==> src/rtl/std_pkg.sv <==
package std_pkg;

   localparam int ShortLen    = 8;
   localparam int LongLen     = 64;
   localparam int SlotsPerDay = 8;
   localparam int ShortK      = $clog2(ShortLen);
   localparam int LongK       = $clog2(LongLen);
   localparam int SlotW       = $clog2(SlotsPerDay);
   localparam int CntW        = $clog2(SlotsPerDay + 1);
   localparam int NumDays     = 7;
   localparam int SlotAddrW   = $clog2(NumDays * SlotsPerDay);

   localparam logic [1:0] ACT_SAMPLE = 2'd0;
   localparam logic [1:0] ACT_WRITE  = 2'd1;
   localparam logic [1:0] ACT_CLEAR  = 2'd2;

   localparam logic [1:0] CSR_THRESHOLD = 2'd0;
   localparam logic [1:0] CSR_OFFSET    = 2'd1;
   localparam logic [1:0] CSR_DEFAULT   = 2'd2;

   typedef struct packed {
      logic [1:0]         action;
      logic               read_ok;
      logic signed [11:0] temperature;
      logic [9:0]         humidity;
      logic [2:0]         weekday;
      logic [10:0]        minute_of_day;
      logic [2:0]         slot_index;
      logic signed [11:0] slot_setpoint;
      logic [10:0]        slot_start;
      logic [10:0]        slot_end;
   } req_type;

   typedef struct packed {
      logic signed [11:0] corrected_temp;
      logic signed [11:0] avg_temp_short;
      logic signed [11:0] avg_temp_long;
      logic [9:0]         avg_humid_short;
      logic signed [11:0] active_setpoint;
      logic               need_heating;
      logic               need_cooling;
      logic signed [3:0]  program_day;
      logic signed [3:0]  program_slot;
      logic               report_changed;
   } rsp_type;

   typedef struct packed {
      logic signed [11:0] sp;
      logic [10:0]        start;
      logic [10:0]        stop;
   } slot_type;

   // weekday 0 (and 7) is sunday, mapped to day 6
   function automatic logic [2:0] map_day(input logic [2:0] w);
      map_day = (w == 3'd0 || w == 3'd7) ? 3'd6 : w - 3'd1;
   endfunction

endpackage

==> src/rtl/scheduled_thermostat_decider.sv <==
// channel | dir | handshake          | payload
// req     | in  | req_valid/req_stall | req_type: action, sensor sample, slot fields
// rsp     | out | rsp_valid/rsp_stall | rsp_type: averages, setpoint, heat/cool, flags
// csr     | in  | csr_valid/csr_ready | csr_index, csr_data (register write)
//
// a sample goes through accept, ring read, update, slot scan (a start step, then one slot
// compare per cycle from the slot memory) and decide; slot writes, day clears and ignored
// items are handled at accept and leave the block idle
// reset is synchronous, active high; rings start as zeros through per-entry valid bits
// req_stall is high from accept until the result is placed in the output register;
// decide waits while the output register still holds a stalled result, and the output
// register then waits on rsp_stall while the next item may be accepted
module scheduled_thermostat_decider
   import std_pkg::*;
(
   input  logic        clock,
   input  logic        reset,
   input  logic        req_valid,
   output logic        req_stall,
   input  req_type     req_data,
   output logic        rsp_valid,
   input  logic        rsp_stall,
   output rsp_type     rsp_data,
   input  logic        csr_valid,
   output logic        csr_ready,
   input  logic [1:0]  csr_index,
   input  logic [11:0] csr_data
);

   localparam logic [2:0] ST_IDLE = 3'd0;
   localparam logic [2:0] ST_READ = 3'd1;  // ring memories being read
   localparam logic [2:0] ST_UPD  = 3'd2;  // sums and rings updated
   localparam logic [2:0] ST_SCAN = 3'd3;  // one slot compared per cycle
   localparam logic [2:0] ST_DEC  = 3'd4;  // heat/cool decision, waits for output register

   logic [2:0] state_ff, state_in;

   // configuration
   logic [8:0]         thr_ff;
   logic [6:0]         ofs_ff;
   logic signed [11:0] dflt_ff;

   // captured item
   req_type item_ff;

   // rings: long one is a memory with valid bits
   logic signed [11:0] st_ring_ff [ShortLen];
   logic [9:0]         sh_ring_ff [ShortLen];
   logic signed [11:0] lt_mem [LongLen];
   logic [LongLen-1:0] lt_vld_ff;
   logic signed [11:0] lt_rd_ff;
   logic [ShortLen-1:0] st_vld_ff;

   logic signed [ShortK+12:0] st_sum_ff;
   logic signed [LongK+12:0]  lt_sum_ff;
   logic [ShortK+10:0]        sh_sum_ff;
   logic [ShortK-1:0] st_ptr_ff;
   logic [LongK-1:0]  lt_ptr_ff;
   logic [ShortK:0]   st_fill_ff;
   logic [LongK:0]    lt_fill_ff;

   // schedule
   slot_type slot_mem [NumDays*SlotsPerDay];
   slot_type slot_rd_ff;
   logic [CntW-1:0] cnt_ff [NumDays];
   logic [CntW-1:0] scan_ff;
   logic            rd_pend_ff;
   logic [2:0]      day_ff;

   logic signed [11:0] setp_ff;
   logic signed [3:0]  aday_ff, aslot_ff;
   logic heat_ff, cool_ff, chg_ff;

   logic signed [11:0] ct_ff, s_ff, l_ff;
   logic [9:0]         h_ff;
   logic signed [11:0] p_ct_ff, p_s_ff, p_l_ff;
   logic [9:0]         p_hum_ff, p_h_ff;

   logic    out_vld_ff;
   rsp_type out_ff;

   logic accept;
   logic out_free;

   assign out_free  = !out_vld_ff || !rsp_stall;
   assign req_stall = (state_ff != ST_IDLE);
   assign accept    = req_valid && !req_stall;
   assign csr_ready = 1'b1;
   assign rsp_valid = out_vld_ff;
   assign rsp_data  = out_ff;

   // corrected temperature, saturating at the bottom
   logic signed [12:0] ct_wide;
   logic signed [11:0] ct_val;
   assign ct_wide = 13'(item_ff.temperature) - 13'(signed'({1'b0, ofs_ff}));
   assign ct_val  = (ct_wide < -13'sd2048) ? -12'sd2048 : ct_wide[11:0];

   // slot match for the current scan entry
   logic [SlotAddrW-1:0] slot_addr;
   logic                 hit;
   logic [CntW-1:0]      cnt_lim;
   assign slot_addr = SlotAddrW'(day_ff * SlotsPerDay) + SlotAddrW'(scan_ff);
   assign hit = (item_ff.minute_of_day >= slot_rd_ff.start) &&
                (item_ff.minute_of_day <= slot_rd_ff.stop);
   assign cnt_lim = cnt_ff[day_ff];

   // decision band
   logic signed [13:0] thr_s, on_v, off_v, sp_v;
   always_comb begin
      thr_s = 14'(signed'({1'b0, thr_ff}));
      sp_v  = (aslot_ff < 0) ? 14'(dflt_ff) : 14'(setp_ff);
      on_v  = 14'(l_ff);
      if (on_v < thr_s) on_v = 14'(s_ff);
      if (on_v < thr_s) on_v = 14'(ct_ff);
      off_v = 14'(s_ff);
      if (off_v < thr_s) off_v = 14'(ct_ff);
   end

   always_comb begin
      state_in = state_ff;
      unique case (state_ff)
         ST_IDLE: if (accept) begin
            priority if (req_data.action == ACT_SAMPLE && req_data.read_ok) state_in = ST_READ;
            else state_in = ST_IDLE;
         end
         ST_READ: state_in = ST_UPD;
         ST_UPD:  state_in = ST_SCAN;
         ST_SCAN: if (rd_pend_ff && hit) state_in = ST_DEC;
                  else if (scan_ff >= cnt_lim || scan_ff >= CntW'(SlotsPerDay))
                     state_in = ST_DEC;
         ST_DEC:  if (out_free) state_in = ST_IDLE;
         default: state_in = ST_IDLE;
      endcase
   end

   // scan reads one entry per cycle, registered; scan_ff points at next to read
   logic scan_done;
   assign scan_done = (state_ff == ST_SCAN) &&
                      ((rd_pend_ff && hit) || scan_ff >= cnt_lim);

   always_ff @(posedge clock) begin
      if (reset) begin
         state_ff   <= ST_IDLE;
         thr_ff     <= 9'd10;
         ofs_ff     <= 7'd30;
         dflt_ff    <= 12'sd200;
         st_vld_ff  <= '0;
         lt_vld_ff  <= '0;
         st_sum_ff  <= '0;
         lt_sum_ff  <= '0;
         sh_sum_ff  <= '0;
         st_ptr_ff  <= '0;
         lt_ptr_ff  <= '0;
         st_fill_ff <= (ShortK+1)'(ShortLen - 1);
         lt_fill_ff <= (LongK+1)'(LongLen - 1);
         for (int d = 0; d < NumDays; d++) cnt_ff[d] <= '0;
         setp_ff    <= 12'sd200;
         aday_ff    <= -4'sd1;
         aslot_ff   <= -4'sd1;
         heat_ff    <= 1'b0;
         cool_ff    <= 1'b0;
         p_ct_ff    <= '0;
         p_s_ff     <= '0;
         p_l_ff     <= '0;
         p_hum_ff   <= '0;
         p_h_ff     <= '0;
         out_vld_ff <= 1'b0;
         rd_pend_ff <= 1'b0;
         scan_ff    <= '0;
      end else begin
         state_ff <= state_in;
         if (csr_valid) begin
            unique case (csr_index)
               CSR_THRESHOLD: thr_ff  <= csr_data[8:0];
               CSR_OFFSET:    ofs_ff  <= csr_data[6:0];
               CSR_DEFAULT:   dflt_ff <= signed'(csr_data);
               default: ;
            endcase
         end

         if (accept) begin
            item_ff <= req_data;
            day_ff  <= map_day(req_data.weekday);
            unique case (req_data.action)
               ACT_WRITE: cnt_ff[map_day(req_data.weekday)] <=
                             CntW'(req_data.slot_index) + CntW'(1);
               ACT_CLEAR: cnt_ff[map_day(req_data.weekday)] <= '0;
               default: ;
            endcase
         end

         if (state_ff == ST_UPD) begin
            // sums add new value, drop the one leaving the window
            logic signed [ShortK+12:0] st_new;
            logic signed [LongK+12:0]  lt_new;
            logic [ShortK+10:0]        sh_new;
            logic [ShortK-1:0]         st_nxt;
            logic [LongK-1:0]          lt_nxt;
            st_new = st_sum_ff + (ShortK+13)'(ct_val);
            lt_new = lt_sum_ff + (LongK+13)'(ct_val);
            sh_new = sh_sum_ff + (ShortK+11)'(item_ff.humidity);
            st_nxt = st_ptr_ff + 1'b1;
            lt_nxt = lt_ptr_ff + 1'b1;
            ct_ff <= ct_val;
            st_ring_ff[st_ptr_ff] <= ct_val;
            sh_ring_ff[st_ptr_ff] <= item_ff.humidity;
            st_vld_ff[st_ptr_ff]  <= 1'b1;
            lt_vld_ff[lt_ptr_ff]  <= 1'b1;
            st_ptr_ff <= st_nxt;
            lt_ptr_ff <= lt_nxt;
            if (st_fill_ff != '0) begin
               st_fill_ff <= st_fill_ff - 1'b1;
               st_sum_ff  <= st_new;
               sh_sum_ff  <= sh_new;
               s_ff <= '0;
               h_ff <= '0;
            end else begin
               s_ff <= 12'(st_new >>> ShortK);
               h_ff <= 10'(sh_new >> ShortK);
               st_sum_ff <= st_new - (ShortK+13)'(st_vld_ff[st_nxt] ?
                            st_ring_ff[st_nxt] : 12'sd0);
               sh_sum_ff <= sh_new - (ShortK+11)'(st_vld_ff[st_nxt] ?
                            sh_ring_ff[st_nxt] : 10'd0);
            end
            if (lt_fill_ff != '0) begin
               lt_fill_ff <= lt_fill_ff - 1'b1;
               lt_sum_ff  <= lt_new;
               l_ff <= '0;
            end else begin
               l_ff <= 12'(lt_new >>> LongK);
               lt_sum_ff <= lt_new - (LongK+13)'(lt_rd_ff);
            end
            scan_ff    <= '0;
            rd_pend_ff <= 1'b0;
         end

         if (state_ff == ST_SCAN) begin
            if (scan_done) begin
               rd_pend_ff <= 1'b0;
               if (rd_pend_ff && hit) begin
                  logic [SlotW-1:0] idx;
                  idx = SlotW'(scan_ff - 1'b1);
                  if (4'(signed'({1'b0, day_ff})) != aday_ff ||
                      4'(signed'({1'b0, idx})) != aslot_ff) begin
                     aday_ff  <= 4'(signed'({1'b0, day_ff}));
                     aslot_ff <= 4'(signed'({1'b0, idx}));
                     setp_ff  <= slot_rd_ff.sp;
                     chg_ff   <= 1'b1;
                  end
               end
            end else begin
               rd_pend_ff <= 1'b1;
               scan_ff    <= scan_ff + 1'b1;
            end
         end
         if (state_ff == ST_UPD) chg_ff <= 1'b0;

         // decide only once the output register can take the result
         if (state_ff == ST_DEC && out_free) begin
            logic hn, cn;
            hn = heat_ff;
            cn = cool_ff;
            if (sp_v > thr_s + on_v) begin
               hn = 1'b1; cn = 1'b0;
            end else if (sp_v < off_v - thr_s) begin
               hn = 1'b0; cn = 1'b1;
            end
            heat_ff <= hn;
            cool_ff <= cn;
            p_ct_ff <= ct_ff; p_s_ff <= s_ff; p_l_ff <= l_ff;
            p_hum_ff <= item_ff.humidity; p_h_ff <= h_ff;
            out_ff.corrected_temp  <= ct_ff;
            out_ff.avg_temp_short  <= s_ff;
            out_ff.avg_temp_long   <= l_ff;
            out_ff.avg_humid_short <= h_ff;
            out_ff.active_setpoint <= sp_v[11:0];
            out_ff.need_heating    <= hn;
            out_ff.need_cooling    <= cn;
            out_ff.program_day     <= aday_ff;
            out_ff.program_slot    <= aslot_ff;
            out_ff.report_changed  <= chg_ff || ct_ff != p_ct_ff ||
                                      item_ff.humidity != p_hum_ff || s_ff != p_s_ff ||
                                      l_ff != p_l_ff || h_ff != p_h_ff;
         end

         if (state_ff == ST_DEC && out_free) out_vld_ff <= 1'b1;
         else if (!rsp_stall) out_vld_ff <= 1'b0;
      end
   end

   // long ring memory: read entry leaving the window, write new sample
   always_ff @(posedge clock) begin
      if (state_ff == ST_READ)
         lt_rd_ff <= lt_vld_ff[LongK'(lt_ptr_ff + 1'b1)] ?
                     lt_mem[LongK'(lt_ptr_ff + 1'b1)] : 12'sd0;
      if (state_ff == ST_UPD) lt_mem[lt_ptr_ff] <= ct_val;
   end

   // schedule slot memory
   always_ff @(posedge clock) begin
      if (accept && req_data.action == ACT_WRITE)
         slot_mem[SlotAddrW'(map_day(req_data.weekday) * SlotsPerDay) +
                  SlotAddrW'(req_data.slot_index)] <=
            '{sp: req_data.slot_setpoint, start: req_data.slot_start,
              stop: req_data.slot_end};
      slot_rd_ff <= slot_mem[slot_addr];
   end

`ifndef SYNTHESIS
   a_out_hold: assert property (@(posedge clock) disable iff (reset)
      rsp_valid && rsp_stall |=> rsp_valid && $stable(rsp_data))
      else $error("result changed while stalled");
   a_busy: assert property (@(posedge clock) disable iff (reset)
      state_ff == ST_SCAN |-> req_stall)
      else $error("input taken during slot scan");
   a_excl: assert property (@(posedge clock) disable iff (reset)
      !(heat_ff && cool_ff))
      else $error("heating and cooling both requested");
`endif

endmodule

==> config.mk <==
export PLATFORM = sky130hd
export DESIGN_NAME = scheduled_thermostat_decider
export DESIGN_NICKNAME = d
export VERILOG_FILES = /design/src/rtl/std_pkg.sv /design/src/rtl/scheduled_thermostat_decider.sv
export SDC_FILE = /design/constraint.sdc
export NUM_CORES = 2
export LEC_CHECK = 0
export BUFFER_PORTS_ARGS = -buffer_cell sky130_fd_sc_hd__buf_2
export CORE_MARGIN = 2
export CORE_UTILIZATION = 59
export CTS_BUF_LIST = sky130_fd_sc_hd__clkbuf_2
export DETAILED_ROUTE_END_ITERATION = 10
export HOLD_SLACK_MARGIN = 0.06
export PLACE_DENSITY_LB_ADDON = 0.15
export SLEW_MARGIN = 40
export SYNTH_ARGS = -nofsm -noshare
export SYNTH_HDL_FRONTEND = slang
export SYNTH_SLANG_ARGS = --single-unit
==> constraint.sdc <==
create_clock -name clock -period 6.9 [get_ports clock]
set_input_delay 0.345 -clock clock [delete_from_list [all_inputs] [get_ports clock]]
set_output_delay 0.345 -clock clock [all_outputs]
set_load 0.01 [all_outputs]
Yosys cells after proc, flatten, opt, wreduce, memory -nomap -nowiden
Memories as Yosys holds them, arrays and structs flattened. A register that Yosys moved wholly into a read port is not among the register bits.
Cells that the tools add are included.
{ "word_totals": {"regBits": 408, "ram_bits": 2876, "in_bits": 95, "output_inout_bits": 72, "wordCells": 218, "memories": 5} }
{ "op_classes": {"add_sub_neg": 19, "order_cmp": 17, "n_eq_ne": 20, "muxes": 62, "bitwise": 4, "n_reduce_logical": 46} }
{ "mem_list": {"columns": ["memory", "words", "word_bits", "read_ports", "rd_ports_with_merged_regs", "wr", "line_no", "rtl"], "rows": [
  ["slot_mem", 56, 34, 1, 1, 1, "scheduled_thermostat_decider.sv:63", "slot_type slot_mem [NumDays*SlotsPerDay];"],
  ["lt_mem", 64, 12, 1, 1, 1, "scheduled_thermostat_decider.sv:49", "logic signed [11:0] lt_mem [LongLen];"],
  ["st_ring_ff", 8, 12, 1, 0, 1, "scheduled_thermostat_decider.sv:47", "logic signed [11:0] st_ring_ff [ShortLen];"],
  ["sh_ring_ff", 8, 10, 1, 0, 1, "scheduled_thermostat_decider.sv:48", "logic [9:0] sh_ring_ff [ShortLen];"],
  ["cnt_ff", 7, 4, 1, 1, 7, "scheduled_thermostat_decider.sv:65", "logic [CntW-1:0] cnt_ff [NumDays];"]
]} }
{ "op_table": {"columns": ["operator", "n"], "rows": [
  ["two-way mux 14 bit", 5],
  ["bitwise OR 64 bit", 1],
  ["!= test 12 bit", 3],
  ["two-way mux 1 bit", 35],
  ["two-way mux 16 bit", 2],
  ["subtractor 14 x 10 -> 14 bit", 2],
  ["< comparator 12 x 10 -> 1 bit", 2],
  ["two-way mux 3 bit", 7],
  ["two-way mux 4 bit", 5],
  ["!= test 10 bit", 2],
  ["adder 19 x 12 -> 19 bit", 1],
  ["two-way mux 19 bit", 1],
  ["subtractor 19 x 12 -> 19 bit", 1],
  ["adder 16 x 12 -> 16 bit", 1],
  ["AND reduction 2 bit", 8],
  ["subtractor 16 bit", 1],
  ["one-hot mux 3 bit (5 select lines)", 1],
  ["adder 10 x 14 -> 14 bit", 1],
  ["adder 14 x 10 -> 14 bit", 1],
  ["> comparator 14 bit", 1],
  ["< comparator 14 x 10 -> 1 bit", 1],
  ["< comparator 14 bit", 1],
  ["< comparator 6 x 7 -> 1 bit (second input constant)", 2],
  ["< comparator 13 x 12 -> 1 bit (second input constant)", 1],
  ["49 further kinds", 82]
]} }

Longest topological paths before layout
{ "depth": {"word_depth": 9, "ltp_mapped": 42, "mapped_depth_nobuf": 39} }

Least setup slack after synthesis
OpenSTA, ideal clock, no wires.
{ "synth_timing": {"kind": "register to register", "start": "register item_ff[61] (netlist bit)", "end": "register lt_sum_ff[17]", "setup_ns": 0.070, "arrival_time_ns": 7.511, "required_ns": 6.830, "path_slack_ns": -0.681, "path_stages_with_launch": 33, "n_path_buf": 1, "synth_period_minus_slack_ns": 7.581, "path_cell_list": "edfxtp_1 inv_1 ha_1 inv_1 fa_1 a21o_1 a21oi_1 nand2b_1 a21boi_1 or3_1 a21boi_0 clkbuf_1 a21oi_1 ha_1 a21oi_1 o211ai_2 a21oi_1 nor2b_1 o21a_1 o21ai_0 nor2b_1 xnor2_1 ha_1 nand3_1 nor3_2 o2111ai_1 and3_1 o41ai_2 xnor2_1 nor2_2 xnor2_1 or3_1 a21oi_1"} }
{ "synth_between": {"elab_chain_len": 6} }
{ "synth_rtl": {"columns": ["item", "line_no", "rtl"], "rows": [
  ["start: declaration", "scheduled_thermostat_decider.sv:44", "req_type item_ff;"],
  ["start signal: assignment", "scheduled_thermostat_decider.sv:182", "item_ff <= req_data;"],
  ["subtractor 12 x 8 -> 13 bit (*)", "scheduled_thermostat_decider.sv:95", "assign ct_wide = 13'(item_ff.temperature) - 13'(signed'({1'b0, ofs_ff}));"],
  ["< comparator 13 x 12 -> 1 bit", "scheduled_thermostat_decider.sv:96", "assign ct_val = (ct_wide < -13'sd2048) ? -12'sd2048 : ct_wide[11:0];"],
  ["two-way mux 12 bit (*)", "scheduled_thermostat_decider.sv:96", null],
  ["net ct_val[4]", "scheduled_thermostat_decider.sv:94", "logic signed [11:0] ct_val;"],
  ["adder 19 x 12 -> 19 bit (*)", "scheduled_thermostat_decider.sv:200", "lt_new = lt_sum_ff + (LongK+13)'(ct_val);"],
  ["subtractor 19 x 12 -> 19 bit", "scheduled_thermostat_decider.sv:231", "lt_sum_ff <= lt_new - (LongK+13)'(lt_rd_ff);"],
  ["two-way mux 19 bit (*)", "scheduled_thermostat_decider.sv:225", "if (lt_fill_ff != '0) begin"],
  ["end signal: assignment", "scheduled_thermostat_decider.sv:227", "lt_sum_ff <= lt_new;"],
  ["end signal: assignment", "scheduled_thermostat_decider.sv:231", null],
  ["end: declaration", "scheduled_thermostat_decider.sv:55", "logic signed [LongK+12:0] lt_sum_ff;"]
]} }
Mark *: on every way through the listed nets, which the timed path passes. The rest lies on a longest branch.
A chain may end at the register's enable or synchronous reset.

Final worst setup path
{ "layout_timing": {"start": "register l_ff[5]", "end": "register out_ff (netlist bit rsp_data[10]), data pin"} }
{ "layout_between": {"elab_chain_len": 7} }
{ "layout_rtl": {"columns": ["item", "line_no", "rtl"], "rows": [
  ["start: declaration", "scheduled_thermostat_decider.sv:74", "logic signed [11:0] ct_ff, s_ff, l_ff;"],
  ["start signal: assignment", "scheduled_thermostat_decider.sv:230", "l_ff <= 12'(lt_new >>> LongK);"],
  ["< comparator 12 x 10 -> 1 bit", "scheduled_thermostat_decider.sv:113", "if (on_v < thr_s) on_v = 14'(s_ff);"],
  ["two-way mux 14 bit (*)", "scheduled_thermostat_decider.sv:113", null],
  ["< comparator 14 x 10 -> 1 bit", "scheduled_thermostat_decider.sv:114", "if (on_v < thr_s) on_v = 14'(ct_ff);"],
  ["two-way mux 14 bit (*)", "scheduled_thermostat_decider.sv:114", null],
  ["adder 10 x 14 -> 14 bit (*)", "scheduled_thermostat_decider.sv:263", "if (sp_v > thr_s + on_v) begin"],
  ["> comparator 14 bit (*)", "scheduled_thermostat_decider.sv:263", null],
  ["two-way mux 1 bit (*)", "scheduled_thermostat_decider.sv:263", null],
  ["end: declaration", "scheduled_thermostat_decider.sv:80", "rsp_type out_ff;"]
]} }
Mark *: on every way between the ends. The rest lies on a longest branch, timed or not.

==> impl_metrics.csv <==
group,metric,value,unit
detailed_routing,wl,350000,um
synthesis,synth_edf_count,3039,
final_layout,finalNetCount,8892,
synthesis,synthFlopType,"edfxtp_1",
clock_network,clock_sinks,3332,
timing,timing.fmax,151,MHz
timing,timing.hold.ws,226,ps
synthesis,muxShareOfSynthArea,15.2,%
global_route,antenna_found_initial,10,
placed_design,postPlaceCellArea,141000,um^2
timing,setup_viol,0,
global_route,grt_max_degree,121,
clock_network,clkSlewWorstSetupHoldPaths,160,ps
floorplan,die-area,231000,um^2
global_route,overflow,0,
setup_path,cp_data_arrival_time,8210,ps
detailed_routing,antenna_left,0,
global_route,track_usage,30.2,%
placed_design,hpwl,201000,um
clock_network,tritoncts,"done",
placed_design,place_congestion,0.882,
floorplan,die_w,481,um
detailed_routing,remaining_drc_errors,0,
detailed_routing,wl_per_cell,28.6,um
pwr,power_density,239,nW/um^2
synthesis,yosys.area_share.simple,3.44,%
final_layout,syn_to_final_growth,14.2,%
detailed_routing,firstDrtPassIters,7,
synthesis,syn_area,134000,um^2
setup_path,required,8480,ps
timing,post-route-min-period,6630,ps
floorplan,die_y,481,um
synthesis,ys_warn_count,0,
clock_network,clockRootBuffer,"clkbuf_2",
final_layout,fin_util,67.6,%
hold_path,min-delay-path-class,"input pin to register",
clock_network,ctsLongestPathBuffers,4,
final_layout,final_cell_mix,"edfxtp_1 (3039), clkbuf_2 (1200), mux4_2 (722), nand2_1 (420), dlygate4sd3_1 (350)",
setup_path,critPathSlowestCell,"edfxtp_1",
clock_network,worstSkewPairLatency,2000,ps
detailed_routing,drt_iter0_markers,8137,
final_layout,multiInputGateArea,36100,um^2
timing,tightest_slew,1200,ps
synthesis,syn_inst,7288,
final_layout,drive_above_1_share,30.8,%
timing,hold_viol,0,
synthesis,synth_compound_area_share,4.38,%
floorplan,ios,167,
synthesis,synth_adder_area_share,1.97,%
floorplan,core,227000,um^2
hold_path,worstHoldPathCells,4,
timing,setup_tns,0,ps
timing,fin_crit_sh,96.1,%
final_layout,final-seq-area,97100,um^2
timing,setup_ws,269,ps
final_layout,final_common_cell,"edfxtp_1",
placed_design,dpl_worst_slack,-287,ps
setup_path,cp_max_fo,8,
job,maxCapViolCount,0,
synthesis,syn-num-nets,7589,
setup_path,setup.worst_path.start_class,"register",
timing,drv_slew,0,
floorplan,start_util,59.2,%
setup_path,cp_common_cell,"a21o_1",
final_layout,fill_cells,15200,
placed_design,port-buffer-count,165,
detailed_routing,vias,75800,
synthesis,ys_seq_area_share,72.4,%
timing,relSlewSlack,20.0,%
global_route,grt_pass1_wl,505000,um
synthesis,synth_cell_types,91,
global_route,grt_pass1_vias,76400,
setup_path,rr_worst_depth,36,
synthesis,ys_seq_elements,3332,
clock_network,numCtsBuffers,803,
setup_path,cpPeakStageDelay,450,ps
pwr,peakVddDrop,0.206,mV
setup_path,worstSetupEndpointType,"register",
floorplan,rows,175,
status,status,"complete, no violations",
setup_path,critPathKind,"register to register",
clock_network,htree_levels,6,
synthesis,synthArstFlopShare,0,%
final_layout,final_area,153000,um^2
timing,skew,192,ps
synthesis,postSynthAreaPerCell,18.4,um^2
synthesis,synth_xor_area_share,1.06,%
detailed_routing,vias_per_cell,6.20,
pwr,p_leak,50.7,nW
synthesis,synth_top_family_by_area,"multiplexers",
## cells by family (layout without fill, tap and decap cells)
logic type               count (synthesis)  after routing
flip-flops                            3332           3332
multiplexers                          1111           1111
AND/OR/NAND/NOR                       1048           1048
AO/OA/AOI/OAI                          923            923
buffers and inverters                  505           2420
adder cells (fa/ha/maj)                206            206
XOR/XNOR                               162            162
other                                    1             15
## sequential cells by signal, summed over array words and instances, names as in the netlist, 13 cells and up, named ones only
signal	count
st_ring_ff	96
lt_vld_ff	64
sh_ring_ff	80
cnt_ff	32
lt_mem	768
slot_mem	1904
item_ff	33
rsp_data	68
slot_rd_ff	34
st_sum_ff	15
sh_sum_ff	13
lt_sum_ff	18
## power breakdown
group | leakage, nW | switching (W) | internal [W]
logic | 15.5 | 0.00109 | 0.000626
clock network | 5.50 | 0.00774 | 0.00493
registers | 29.7 | 0.0000686 | 0.0222
## cell type report
| class | instances | share of cell area (%) |
|---|---|---|
| Multi-Input combinational cell | 3451 | 23.6 |
| Sequential cell | 3332 | 63.4 |
| Antenna cell | 14 | 0.0229 |
| Tap cell | 3009 | 2.46 |
| Clock buffer | 1200 | 3.92 |
| Timing Repair Buffer | 859 | 5.46 |
| Clock inverter | 217 | 0.740 |
| Inverter | 144 | 0.355 |
## synth_stat cells, types with 51 or more instances
cell type	instances	area share, %
edfxtp_1	3039	68
mux4_2	722	12
nand2_1	423	1.2
nor2_1	339	0.95
a21oi_1	309	1.2
dfxtp_1	293	4.4
mux2i_1	251	1.9
clkbuf_1	202	0.57
ha_1	197	1.8
o21ai_0	152	0.57
inv_1	142	0.40
mux2_2	135	1.1
buf_2	104	0.39
o21a_1	92	0.52
xnor2_1	86	0.56
o22ai_1	75	0.35
xor2_1	75	0.49
o221ai_1	69	0.45
a21o_1	54	0.30
nor3_1	51	0.19
## worst max-delay path, delay by kind of cell (launching register included)
kind | cells | cell delay (ps)
AND/OR/NAND/NOR | 6 | 600
AO/OA/AOI/OAI | 24 | 3710
XOR/XNOR | 1 | 180
flip-flops | 1 | 450
adder cells (fa/ha/maj) | 5 | 1390
## routing by layer
layer / track usage, % / vias up / wire (um) / share of wire, %
met3: 5.24 / 742 / 26700 / 7.6
met5: 0 / - / 47 / 0.013
met2: 50.3 / 3733 / 177000 / 51
li1: - / 32400 / - / -
met1: 40.0 / 38900 / 132000 / 38
met4: 12.1 / 6 / 13300 / 3.8
## stage by stage
stage	total power, W	std cells
finish	0.0366	12200
global route	0.0380	12200
CTS	0.0368	12200
detailed placement	0.0242	10400
global placement	0.0241	10300
floorplan	0.0235	7288
## path summary, 6_finish.rpt
path / start / to / slack [ps]
max: l_ff[5] / rsp_data[10] / 270
min reg2reg: st_vld_ff[2] / st_vld_ff[2] / 460
max reg2reg: l_ff[5] / rsp_data[10] / 270
min: req_data[10] / slot_mem[31][10] / 230
## repair_timing
action	in CTS	in global routing
gates cloned	0	0
hold endpoints to repair	4464	56
hold buffers	384	1
gates resized for setup	7	58
pin swaps	2	46
setup buffers	0	15
endpoints found under the setup margin	4	12
Note: power is estimated with default switching activity, not from simulation.
